==> config.mk <==
export PLATFORM = sky130hd
export DESIGN_NAME = dual_contact_key_velocity_scanner
export DESIGN_NICKNAME = d
export VERILOG_FILES = /design/src/sv/dckvs_pkg.sv /design/src/sv/dckvs_ram.sv /design/src/sv/dckvs_lane.sv /design/src/sv/dckvs_merge.sv /design/src/sv/dual_contact_key_velocity_scanner.sv
export SDC_FILE = /design/constraint.sdc
export NUM_CORES = 2
export LEC_CHECK = 0
export ABC_AREA = 1
export BUFFER_PORTS_ARGS = -buffer_cell sky130_fd_sc_hd__buf_2
export CORE_UTILIZATION = 40
export DETAILED_ROUTE_END_ITERATION = 10
export SLEW_MARGIN = 30
export SYNTH_ARGS = -nofsm -noshare
export SYNTH_HDL_FRONTEND = slang
export SYNTH_HIERARCHICAL = 1
export SYNTH_SLANG_ARGS = --single-unit
export TNS_END_PERCENT = 20
==> constraint.sdc <==
create_clock -name clk_i -period 21.4 [get_ports clk_i]
set_input_delay 2.14 -clock clk_i [delete_from_list [all_inputs] [get_ports clk_i]]
set_output_delay 2.14 -clock clk_i [all_outputs]
set_load 0.005 [all_outputs]
==> src/sv/dckvs_pkg.sv <==
// dckvs_pkg: shared constants, codes and types of the key velocity scanner
// used by every module of the scanner but the ram, and by the bench; depends on nothing

package dckvs_pkg;

  // matrix geometry and timer width
  localparam int COLUMNS      = 8;
  localparam int KEYS_PER_COL = 8;
  localparam int TIMER_BITS   = 16;

  // fixed field widths of the word ports
  localparam int COL_W     = 3;
  localparam int BITS_W    = 16;
  localparam int KEY_OUT_W = 6;
  localparam int ELAPSED_W = 16;

  // key state store covers 64 keys, one row per column code
  localparam int KEY_SLOTS = 64;
  localparam int COL_SLOTS = 2 ** COL_W;
  localparam int KEY_W     = 8;
  localparam int ROW_IDX_W = (KEYS_PER_COL > 1) ? $clog2(KEYS_PER_COL) : 1;

  // operation codes of the input word
  localparam logic OP_TICK = 1'b0;
  localparam logic OP_SCAN = 1'b1;

  // event kinds of the output word
  localparam logic EV_NOTE_ON  = 1'b0;
  localparam logic EV_NOTE_OFF = 1'b1;

  // contact codes, bit 0 top contact, bit 1 bottom contact
  localparam logic [1:0] CT_NONE = 2'b00;
  localparam logic [1:0] CT_TOP  = 2'b01;
  localparam logic [1:0] CT_BOTH = 2'b11;

  // per key phase of the press / release sequence
  typedef enum logic [1:0] {
    PH_WAIT_TOP = 2'd0,
    PH_INITIAL  = 2'd1,
    PH_WAIT_OFF = 2'd2,
    PH_FINAL    = 2'd3
  } phase_e;

  // control sequencer states
  typedef enum logic [1:0] {
    ST_IDLE = 2'd0,
    ST_LANE = 2'd1,
    ST_EMIT = 2'd2
  } ctrl_state_e;

  // one key's stored state
  typedef struct packed {
    logic [1:0]            contacts;
    phase_e                phase;
    logic [TIMER_BITS-1:0] stamp;
  } key_entry_t;

  localparam int ENTRY_W = $bits(key_entry_t);
  localparam int ROW_W   = KEYS_PER_COL * ENTRY_W;

  // event found by one lane
  typedef struct packed {
    logic                  valid;
    logic                  kind;
    logic [TIMER_BITS-1:0] elapsed;
  } lane_evt_t;

  // control from the sequencer to the merge stage
  typedef struct packed {
    logic             load;
    logic [COL_W-1:0] column;
  } merge_ctrl_t;

  // status from the merge stage to the sequencer
  typedef struct packed {
    logic pend_any;
  } merge_stat_t;

endpackage

==> src/sv/dckvs_ram.sv <==
// dckvs_ram: generic single write port, single read port ram with registered read
// depends on nothing

module dckvs_ram #(
  parameter int WIDTH  = 8,
  parameter int DEPTH  = 8,
  parameter int ADDR_W = (DEPTH > 1) ? $clog2(DEPTH) : 1
) (
  input  logic              clk_i,
  input  logic              wr_en_i,
  input  logic [ADDR_W-1:0] wr_addr_i,
  input  logic [WIDTH-1:0]  wr_data_i,
  input  logic              rd_en_i,
  input  logic [ADDR_W-1:0] rd_addr_i,
  output logic [WIDTH-1:0]  rd_data_o
);

  logic [WIDTH-1:0] mem_q [DEPTH];
  logic [WIDTH-1:0] rd_data_q;

  // write port
  always_ff @(posedge clk_i) begin
    if (wr_en_i) begin
      mem_q[wr_addr_i] <= wr_data_i;
    end
  end

  // registered read port
  always_ff @(posedge clk_i) begin
    if (rd_en_i) begin
      rd_data_q <= mem_q[rd_addr_i];
    end
  end

  assign rd_data_o = rd_data_q;

endmodule

==> src/sv/dckvs_lane.sv <==
// dckvs_lane: four-phase transition table for one key of the scanned column
// depends on dckvs_pkg

module dckvs_lane (
  input  logic                            en_i,
  input  logic [1:0]                      contacts_i,
  input  dckvs_pkg::key_entry_t           entry_i,
  input  logic [dckvs_pkg::TIMER_BITS-1:0] tick_i,
  output dckvs_pkg::key_entry_t           entry_o,
  output dckvs_pkg::lane_evt_t            evt_o
);

  // transition table, only for a key whose contacts changed
  always_comb begin
    entry_o         = entry_i;
    evt_o.valid     = 1'b0;
    evt_o.kind      = dckvs_pkg::EV_NOTE_ON;
    evt_o.elapsed   = tick_i - entry_i.stamp;
    if (en_i && (contacts_i != entry_i.contacts)) begin
      entry_o.contacts = contacts_i;
      case (entry_i.phase)
        dckvs_pkg::PH_WAIT_TOP: begin
          if (contacts_i == dckvs_pkg::CT_TOP) begin
            entry_o.stamp = tick_i;
            entry_o.phase = dckvs_pkg::PH_INITIAL;
          end else if (contacts_i == dckvs_pkg::CT_BOTH) begin
            // fast hit, no event
            entry_o.phase = dckvs_pkg::PH_WAIT_OFF;
          end
        end
        dckvs_pkg::PH_INITIAL: begin
          if (contacts_i == dckvs_pkg::CT_NONE) begin
            entry_o.stamp = tick_i;
            entry_o.phase = dckvs_pkg::PH_WAIT_TOP;
          end else if (contacts_i == dckvs_pkg::CT_BOTH) begin
            entry_o.phase = dckvs_pkg::PH_WAIT_OFF;
            evt_o.valid   = 1'b1;
            evt_o.kind    = dckvs_pkg::EV_NOTE_ON;
          end
        end
        dckvs_pkg::PH_WAIT_OFF: begin
          if (contacts_i == dckvs_pkg::CT_TOP) begin
            entry_o.stamp = tick_i;
            entry_o.phase = dckvs_pkg::PH_FINAL;
          end else if (contacts_i == dckvs_pkg::CT_NONE) begin
            // quick release, no event
            entry_o.phase = dckvs_pkg::PH_WAIT_TOP;
          end
        end
        dckvs_pkg::PH_FINAL: begin
          if (contacts_i == dckvs_pkg::CT_BOTH) begin
            // re-press, no event
            entry_o.phase = dckvs_pkg::PH_WAIT_OFF;
          end else if (contacts_i == dckvs_pkg::CT_NONE) begin
            entry_o.phase = dckvs_pkg::PH_WAIT_TOP;
            evt_o.valid   = 1'b1;
            evt_o.kind    = dckvs_pkg::EV_NOTE_OFF;
          end
        end
        default: begin
          entry_o.phase = entry_i.phase;
        end
      endcase
    end
  end

endmodule

==> src/sv/dckvs_merge.sv <==
// dckvs_merge: collects the lane events of one column and sends them out in row order
// depends on dckvs_pkg; holds the output word register

module dckvs_merge (
  input  logic                             clk_i,
  input  logic                             rst_ni,
  input  dckvs_pkg::merge_ctrl_t           ctrl_i,
  input  dckvs_pkg::lane_evt_t             evt_i [dckvs_pkg::KEYS_PER_COL],
  output dckvs_pkg::merge_stat_t           stat_o,
  output logic                             out_valid_o,
  input  logic                             out_stall_i,
  output logic                             event_kind_o,
  output logic [dckvs_pkg::KEY_OUT_W-1:0]  key_number_o,
  output logic [dckvs_pkg::ELAPSED_W-1:0]  elapsed_ticks_o,
  output logic                             last_of_run_o
);

  logic [dckvs_pkg::KEYS_PER_COL-1:0]  pend_q, pend_d;
  logic [dckvs_pkg::KEYS_PER_COL-1:0]  kind_q;
  logic [dckvs_pkg::TIMER_BITS-1:0]    elapsed_q [dckvs_pkg::KEYS_PER_COL];
  logic [dckvs_pkg::COL_W-1:0]         col_q;
  logic                                out_valid_q, out_valid_d;
  logic                                kind_out_q;
  logic [dckvs_pkg::KEY_OUT_W-1:0]     key_out_q;
  logic [dckvs_pkg::ELAPSED_W-1:0]     elapsed_out_q;
  logic                                last_out_q;

  logic                                sel_found;
  logic [dckvs_pkg::ROW_IDX_W-1:0]     sel_idx;
  logic [dckvs_pkg::KEYS_PER_COL-1:0]  sel_mask;
  logic [dckvs_pkg::KEYS_PER_COL-1:0]  remaining;
  logic [dckvs_pkg::KEY_W-1:0]         sel_key;
  logic                                issue;

  // lowest pending row goes first
  always_comb begin
    sel_found = 1'b0;
    sel_idx   = '0;
    for (int i = 0; i < dckvs_pkg::KEYS_PER_COL; i++) begin
      if (pend_q[i] && !sel_found) begin
        sel_found = 1'b1;
        sel_idx   = dckvs_pkg::ROW_IDX_W'(i);
      end
    end
    sel_mask          = '0;
    sel_mask[sel_idx] = sel_found;
    remaining         = pend_q & ~sel_mask;
  end

  // key number of the selected row
  assign sel_key = dckvs_pkg::KEY_W'(col_q)
                 + dckvs_pkg::KEY_W'(sel_idx) * dckvs_pkg::KEY_W'(dckvs_pkg::COLUMNS);

  // output register takes a word when empty or when its word leaves
  assign issue = sel_found && (!out_valid_q || !out_stall_i);

  // pending mask and output valid
  always_comb begin
    if (ctrl_i.load) begin
      for (int i = 0; i < dckvs_pkg::KEYS_PER_COL; i++) begin
        pend_d[i] = evt_i[i].valid;
      end
    end else if (issue) begin
      pend_d = remaining;
    end else begin
      pend_d = pend_q;
    end
    if (issue) begin
      out_valid_d = 1'b1;
    end else begin
      out_valid_d = out_valid_q && out_stall_i;
    end
  end

  always_ff @(posedge clk_i or negedge rst_ni) begin
    if (!rst_ni) begin
      pend_q      <= '0;
      out_valid_q <= 1'b0;
    end else begin
      pend_q      <= pend_d;
      out_valid_q <= out_valid_d;
    end
  end

  // event buffer of the current column
  always_ff @(posedge clk_i) begin
    if (ctrl_i.load) begin
      col_q <= ctrl_i.column;
      for (int i = 0; i < dckvs_pkg::KEYS_PER_COL; i++) begin
        kind_q[i]    <= evt_i[i].kind;
        elapsed_q[i] <= evt_i[i].elapsed;
      end
    end
  end

  // output word payload
  always_ff @(posedge clk_i) begin
    if (issue) begin
      kind_out_q    <= kind_q[sel_idx];
      key_out_q     <= sel_key[dckvs_pkg::KEY_OUT_W-1:0];
      elapsed_out_q <= dckvs_pkg::ELAPSED_W'(elapsed_q[sel_idx]);
      last_out_q    <= (remaining == '0);
    end
  end

  assign stat_o.pend_any = |pend_q;
  assign out_valid_o     = out_valid_q;
  assign event_kind_o    = kind_out_q;
  assign key_number_o    = key_out_q;
  assign elapsed_ticks_o = elapsed_out_q;
  assign last_of_run_o   = last_out_q;

endmodule

==> src/sv/dual_contact_key_velocity_scanner.sv <==
// Dual contact key velocity scanner. A tick word advances the wrapping timestamp counter.
// A scan word reads the column's row of key state from an eight-row memory, runs one
// transition lane per key row in the next cycle, writes the row back and hands the
// events to the merge stage, which sends one event word per cycle while the output is
// not stalled, in increasing row order through a single output register. A scan word
// holds the input side through its lane cycle and, if it gives events, until all of
// them have entered the output register; the single output register sets the one event
// per cycle. Each memory row has a valid flag cleared by reset, so no clearing pass is
// needed after reset. Columns at or above the column count are dropped without effect.
// depends on dckvs_pkg, dckvs_ram, dckvs_lane and dckvs_merge

module dual_contact_key_velocity_scanner (
  input  logic                             clk_i,
  input  logic                             rst_ni,
  input  logic                             in_valid_i,
  output logic                             in_stall_o,
  input  logic                             operation_i,
  input  logic [dckvs_pkg::COL_W-1:0]      column_i,
  input  logic [dckvs_pkg::BITS_W-1:0]     column_bits_i,
  output logic                             out_valid_o,
  input  logic                             out_stall_i,
  output logic                             event_kind_o,
  output logic [dckvs_pkg::KEY_OUT_W-1:0]  key_number_o,
  output logic [dckvs_pkg::ELAPSED_W-1:0]  elapsed_ticks_o,
  output logic                             last_of_run_o
);

  dckvs_pkg::ctrl_state_e             state_q, state_d;
  logic [dckvs_pkg::TIMER_BITS-1:0]   tick_q;
  logic [dckvs_pkg::COL_SLOTS-1:0]    row_valid_q;
  logic                               rd_valid_q;
  logic [dckvs_pkg::COL_W-1:0]        col_q;
  logic [dckvs_pkg::BITS_W-1:0]       bits_q;

  logic                               in_accept;
  logic                               col_ok;
  logic                               scan_start;
  logic                               lane_cycle;
  logic                               any_evt;
  logic [dckvs_pkg::ROW_W-1:0]        rd_row;
  logic [dckvs_pkg::ROW_W-1:0]        wr_row;
  logic [dckvs_pkg::KEYS_PER_COL-1:0] evt_valid;

  dckvs_pkg::lane_evt_t               lane_evt [dckvs_pkg::KEYS_PER_COL];
  dckvs_pkg::merge_ctrl_t             merge_ctrl;
  dckvs_pkg::merge_stat_t             merge_stat;

  // input handshake
  assign in_accept  = in_valid_i && !in_stall_o;
  assign col_ok     = ({29'd0, column_i} < 32'(dckvs_pkg::COLUMNS));
  assign scan_start = in_accept && (operation_i == dckvs_pkg::OP_SCAN) && col_ok;

  // sequencer next state
  always_comb begin
    state_d = state_q;
    case (state_q)
      dckvs_pkg::ST_IDLE: begin
        if (scan_start) begin
          state_d = dckvs_pkg::ST_LANE;
        end
      end
      dckvs_pkg::ST_LANE: begin
        state_d = any_evt ? dckvs_pkg::ST_EMIT : dckvs_pkg::ST_IDLE;
      end
      dckvs_pkg::ST_EMIT: begin
        if (!merge_stat.pend_any) begin
          state_d = dckvs_pkg::ST_IDLE;
        end
      end
      default: begin
        state_d = dckvs_pkg::ST_IDLE;
      end
    endcase
  end

  // sequencer outputs
  always_comb begin
    in_stall_o = 1'b1;
    lane_cycle = 1'b0;
    case (state_q)
      dckvs_pkg::ST_IDLE: begin
        in_stall_o = 1'b0;
      end
      dckvs_pkg::ST_LANE: begin
        lane_cycle = 1'b1;
      end
      dckvs_pkg::ST_EMIT: begin
        in_stall_o = 1'b1;
      end
      default: begin
        in_stall_o = 1'b1;
      end
    endcase
  end

  // control registers
  always_ff @(posedge clk_i or negedge rst_ni) begin
    if (!rst_ni) begin
      state_q     <= dckvs_pkg::ST_IDLE;
      tick_q      <= '0;
      row_valid_q <= '0;
    end else begin
      state_q <= state_d;
      if (in_accept && (operation_i == dckvs_pkg::OP_TICK)) begin
        tick_q <= tick_q + 1'b1;
      end
      if (lane_cycle) begin
        row_valid_q[col_q] <= 1'b1;
      end
    end
  end

  // scan word capture
  always_ff @(posedge clk_i) begin
    if (scan_start) begin
      col_q      <= column_i;
      bits_q     <= column_bits_i;
      rd_valid_q <= row_valid_q[column_i];
    end
  end

  // key state memory, one row per column
  dckvs_ram #(
    .WIDTH (dckvs_pkg::ROW_W),
    .DEPTH (dckvs_pkg::COL_SLOTS)
  ) u_state_ram (
    .clk_i     (clk_i),
    .wr_en_i   (lane_cycle),
    .wr_addr_i (col_q),
    .wr_data_i (wr_row),
    .rd_en_i   (scan_start),
    .rd_addr_i (column_i),
    .rd_data_o (rd_row)
  );

  // one lane per key row
  for (genvar r = 0; r < dckvs_pkg::KEYS_PER_COL; r++) begin : g_lane
    dckvs_pkg::key_entry_t       cur_entry;
    dckvs_pkg::key_entry_t       nxt_entry;
    logic [dckvs_pkg::KEY_W-1:0] key;
    logic                        key_ok;

    assign cur_entry = rd_valid_q
                     ? dckvs_pkg::key_entry_t'(rd_row[r*dckvs_pkg::ENTRY_W +: dckvs_pkg::ENTRY_W])
                     : dckvs_pkg::key_entry_t'('0);
    assign key    = dckvs_pkg::KEY_W'(col_q) + dckvs_pkg::KEY_W'(r * dckvs_pkg::COLUMNS);
    assign key_ok = (key < dckvs_pkg::KEY_W'(dckvs_pkg::KEY_SLOTS));

    dckvs_lane u_lane (
      .en_i       (key_ok),
      .contacts_i (bits_q[2*r +: 2]),
      .entry_i    (cur_entry),
      .tick_i     (tick_q),
      .entry_o    (nxt_entry),
      .evt_o      (lane_evt[r])
    );

    assign wr_row[r*dckvs_pkg::ENTRY_W +: dckvs_pkg::ENTRY_W] = nxt_entry;
    assign evt_valid[r] = lane_evt[r].valid;
  end

  assign any_evt = |evt_valid;

  // merge stage and output register
  assign merge_ctrl.load   = lane_cycle;
  assign merge_ctrl.column = col_q;

  dckvs_merge u_merge (
    .clk_i           (clk_i),
    .rst_ni          (rst_ni),
    .ctrl_i          (merge_ctrl),
    .evt_i           (lane_evt),
    .stat_o          (merge_stat),
    .out_valid_o     (out_valid_o),
    .out_stall_i     (out_stall_i),
    .event_kind_o    (event_kind_o),
    .key_number_o    (key_number_o),
    .elapsed_ticks_o (elapsed_ticks_o),
    .last_of_run_o   (last_of_run_o)
  );

`ifndef NO_ASSERTIONS
  // pending events exist only while the sequencer is emitting
  a_pend_in_emit: assert property (@(posedge clk_i) disable iff (!rst_ni)
    merge_stat.pend_any |-> (state_q == dckvs_pkg::ST_EMIT))
    else $error("pending events outside emit state");

  // the lane state with its write back never follows itself
  a_lane_once: assert property (@(posedge clk_i) disable iff (!rst_ni)
    (state_q == dckvs_pkg::ST_LANE) |=> (state_q != dckvs_pkg::ST_LANE))
    else $error("lane cycle repeated");

  // an accepted tick advances the counter by one
  a_tick_step: assert property (@(posedge clk_i) disable iff (!rst_ni)
    (in_accept && (operation_i == dckvs_pkg::OP_TICK)) |=> (tick_q == $past(tick_q) + 1'b1))
    else $error("tick counter did not advance");
`endif

endmodule

* Word-level counts from Yosys, hierarchy flattened *
Memories as Yosys holds them, arrays and structs flattened. A register that Yosys moved wholly into a read port is not among the register bits.
Index checks and enable logic that the tools add are counted.

operators by class
  reduce and logical (&&, ||, !) cells = 62
  bitwise logic cells = 5
  add/sub/neg operators = 17
  muxes and demuxes = 178
  order comparisons = 13
  eq/ne operators = 52

operators by type and width
  kind                   number
  $mux 20                16
  $mux 16                16
  $pmux 16 s2            8
  $mux 2                 93
  $sub 16x16->16         8
  $pmux 2 s4             8
  $eq 2x2->1 const B     25
  $eq 2x1->1 const B     17
  $logic_not 2->1        17
  $pmux 2 s2             8
  $add 3x6->7 const B    4
  $lt 7x7->1 const B     4
  $logic_and 1x1->1      22
  $mux 1                 18
  $add 16x1->16 const B  1
  $and 8x8->8            2
  $mux 8                 2
  $ne 2x2->1             8
  $reduce_or 2->1        8
  $reduce_or 8->1        2
  $lt 6x7->1 const B     2
  $add 3x5->6 const B    2
  $lt 3x4->1 const B     3
  $mux 3                 4
  17 further kinds       29

word-level totals
  memories kept = 2
  bits in registers = 74
  memory bits (writable) = 1408
  input port bits = 24

memories
  name               depth  width  rd ports  clocked after memory_dff  write ports  RTL line           RTL
  u_state_ram.mem_q  8      160    1         1                         1            dckvs_ram.sv:18    logic [WIDTH-1:0] mem_q [DEPTH];
  u_merge.elapsed_q  8      16     1         1                         8            dckvs_merge.sv:20  logic [dckvs_pkg::TIMER_BITS-1:0] elapsed_q [dckvs_pkg::KEYS_PER_COL];

* Logic depth before layout (Yosys ltp) *
  depth after elaboration = 31
  mapped depth = 15
  gate-level depth less buffers = 12

* Cells and area by module *
Netlist, hierarchy kept.

modules (own cells, without submodules)
  module                              area each (um^2)  instances  seq. area each (um^2)  cells each
  dckvs_ram                           60330.4           1          43241.5                5707
  dckvs_merge                         7315.8            1          5119.9                 627
  dckvs_lane at g_lane[0].u_lane ...  1559.0            4          0.0                    330
  dckvs_lane at g_lane[4].u_lane ...  1547.7            4          0.0                    328
  dual_contact_key_velocity_scanner   3248.1            1          1251.2                 525

* Least setup slack after synthesis *
Ideal clock, no wire load.

  path type = register -> register
  from = register state_q[0]
  to = memory u_state_ram/mem_q[1][0] (netlist bit), enable pin
  library setup time = 0.683 ns
  period minus slack after synthesis = 14.947 ns
  arrival = 14.264 ns
  setup slack = 6.453 ns
  stages on the path, launching flop included = 5
  path buffers = 0
  cell sequence = dfrtp_1 -> inv_1 -> nor2_1 -> nand2_1 -> nor2_1

between the ends
  word-level cells in the longest chain between the ends = 4

RTL lines
  element                       RTL line                                  RTL
  start: declaration            dual_contact_key_velocity_scanner.sv:28   dckvs_pkg::ctrl_state_e state_q, state_d;
  start signal: assignment      dual_contact_key_velocity_scanner.sv:99   state_q <= dckvs_pkg::ST_IDLE;
  start signal: assignment      dual_contact_key_velocity_scanner.sv:103  state_q <= state_d;
  $eq 2x1->1                    dual_contact_key_velocity_scanner.sv:80   case (state_q)
  $mux 1                        dual_contact_key_velocity_scanner.sv:80
  net lane_cycle                dual_contact_key_velocity_scanner.sv:38   logic lane_cycle;
  $mux 1                        dckvs_ram.sv:23                           if (wr_en_i) begin
  $mux 1 (implied by the code)  dckvs_ram.sv:24                           mem_q[wr_addr_i] <= wr_data_i;
  end: declaration              dckvs_ram.sv:18

The timed path passes the listed nets, and every way through them passes these cells.

==> out/metrics.csv <==
metric;value;unit
max_stage_delay;0.80;ns
gr-usage-all-layers;21.0;%
syn_area_per_cell;8.78;µm²
vias;60100;
clock-sinks;1658;
h-tree-depth;4;
p_sw;2130;µW
hold_viol_final;0;
finalSetupTns;0;ns
cp_cell_sequence;buf_8, buf_4, buf_6, buf_4, nand2_1, nand3_1, nand2_1, nand2_1, nand2_1;
cp_common_cell;nand2_1;
syn-cell-area;83300;µm²
cts_setup_buffers;0;
arrival;5.49;ns
crit_buf_inv;4;
synth_warnings;6;
worst-setup-path-type;in -> reg;
hpwl;126000;µm
ys_ff_latch;1658;
wl_per_cell;17.9;µm
routed_wl;222000;µm
port_buffers;49;
antenna_found_initial;6;
place_congestion;0.892;
cap_violations;0;
min_period;4.92;ns
insertion_delay;0.86;ns
rsz0062_at_grt;false;
slew_violations;0;
syn2layout_area_growth;10.8;%
max_slew_margin;28.8;%
synth_edf_count;1623;
grt_pass1_wl;339000;µm
timing.rr.end;u_state_ram/mem_q[7][38];
swShare;26.7;%
setup_viol;0;
nNetsFinal;9661;
min_from;u_merge/col_q[0];
cp.required;21.97;ns
status;completed;
synth_ff_type;edfxtp_1;
peakVddDrop;0.0000854;V
whs;0.418;ns
postRouteAntennaNets;0;
yosys-top-cells-count;nand2_1 (3885), inv_1 (2063), edfxtp_1 (1623), nand3_1 (831), buf_2 (234);
route.detailed.drc;0;
die_w;458;µm
cts-root-buf;clkbuf_16;
power;7980;µW
critPathSlowestCell;buf_4;
boundaryPins;50;
critPathMaxFanout;90;
cts_hold_buf;0;
synth_cell_types;42;
reg2reg_depth;7;
clk_path_buf_depth;3;
hp-class;reg -> reg;
grt_pass1_vias;57400;
vias_per_cell;4.83;
die_area;210000;µm²
worstHoldPathCells;0;
place_ws;15.46;ns
clkPwrFrac;39.4;%
ys_async_sr_fraction;2.11;%
seq_area_frac_synth;59.5;%
min_period_over_period;23.0;%
fin_ws;16.48;ns
timing.rr.start;state_q[0];
clk_pin_slew;0.06;ns
seq_power_share;47.6;%
grt_max_degree;209;
pwr-share-comb;13.1;%
cts_tree;built;
yosysTopAreaCell;edfxtp_1;
dieHeight;458;µm
row_count;167;
cts_resized;0;
core;207000;µm²
worstHoldEndpoint;u_merge/key_number_o[0];
syn_inst;9491;
fmax;203;MHz
p_leak;0.0444;µW
finClkSkew;0.0674;ns
yosysMostFrequentCell;nand2_1;
cts_buffers;181;
reg2reg_slack;17.20;ns
end_kind;register;
internal_power;5850;µW
netlist.area_leader.share;58.5;%
start_util;40.2;%
drt-initial-drc-count;4934;
yosys-top-cells-area;edfxtp_1 (58%), nand2_1 (18%), inv_1 (9.3%);
power_per_cell_area;86.5;nW/µm²
critPathTopFamily;buffers and inverters;
tightest_slew;1.07;ns
drive_gt1_share;5.38;%
first_pass_iters;6;
grt.overflow.total;0;
worstSetupStartpointType;primary input;
power groups by stage:
stage	Combinational, µW	Sequential [µW]	Clock (µW)
2_1_floorplan	697	3860	0
3_3_place_gp	1020	3860	0
3_5_place_dp	1030	3860	0
4_1_cts	1040	3800	3200
5_1_grt	1160	3800	3320
6_report	1040	3800	3140
sequential cells by signal, summed over array words and instances (netlist names):
signal,flops
rd_valid_q,1
col_q,3
u_merge/elapsed_q,128
u_merge/elapsed_ticks_o,16
u_merge/kind_q,8
state_q,2
u_state_ram/rd_data_o,160
u_merge/pend_q,8
row_valid_q,8
bits_q,16
u_merge/col_q,3
u_merge/event_kind_o,1
u_merge/out_valid_o,1
tick_q,16
u_state_ram/mem_q,1280
u_merge/last_of_run_o,1
u_merge/key_number_o,6
worst max path at each step:
stage	start	to	slack, ns	depth (start not counted)
global placement	column_i[0]	u_state_ram/rd_data_o[129]	15.54	9
floorplan	state_q[0]	u_state_ram/mem_q[1][0]	6.45	4
global route	column_i[0]	u_state_ram/rd_data_o[100]	16.32	9
detailed placement	column_i[0]	u_state_ram/rd_data_o[139]	15.46	9
CTS	column_i[0]	u_state_ram/rd_data_o[129]	16.36	9
finish	column_i[0]	u_state_ram/rd_data_o[129]	16.48	9
cell usage in the layout (no fill, tap or decap), drive strengths merged, types with 19 or more instances in the layout:
cell    count
inv      2092
nand3     832
dfrtp      35
nor2      138
o21ai      24
nand4      26
conb       24
xor2       47
buf       133
ha        121
nor3       24
clkinv     85
xnor2      42
bufinv     19
a21oi     106
nand3b     68
o21bai     20
edfxtp   1623
clkbuf    222
nand2    3936
logic make-up (layout without fill, tap and decap cells):
group           Yosys count  count (layout)  synth area share [%]
simple gates           5029            5029                  24.7
buf+inv                2415            2558                  11.5
flops                  1658            1658                  59.5
compound gates          170             170                  1.31
fa+ha+maj               129             129                  2.01
xor+xnor                 89              89                 0.936
other cells               1              26               0.00450
worst reg2reg max path, stage by stage (launching register included):
cell and delay (ns):
dfrtp_1 0.39, inv_1 0.10, nor2_4 0.35, nand2_1 0.35
nor2_4 0.29, buf_4 0.60, buf_4 0.84, buf_4 0.89
cell type report:
| type | instances | area, µm² |
|---|---|---|
| Multi-Input combinational cell | 5441 | 24300 |
| Antenna cell | 2 | 5.00 |
| Fill cell | 19600 | 115000 |
| Clock buffer | 221 | 4730 |
| Timing Repair Buffer | 134 | 1040 |
| Clock inverter | 111 | 1260 |
| Inverter | 2092 | 7880 |
| Sequential cell | 1658 | 49600 |
| Tap cell | 2788 | 3490 |
layer usage:
layer  up-vias  wire [µm]  share of wire, %  track usage (%)
li1      29300          -                 -                -
met2      1769     106000                48             36.0
met4         6       7160               3.2             7.37
met3       403      13700               6.2             3.08
met1     28600      94900                43             27.0
met5         -         37             0.017                0
through the flow:
stage / util [%] / area, µm² / std cells
5_1_grt: 44.6 / 92300 / 12400
4_1_cts: 44.5 / 92200 / 12400
6_report: 44.6 / 92300 / 12400
2_1_floorplan: - / 83400 / 9514
3_5_place_dp: 41.6 / 86200 / 12100
3_3_place_gp: 41.6 / 86200 / 12100
No activity file was read; power rests on OpenSTA's default activity.
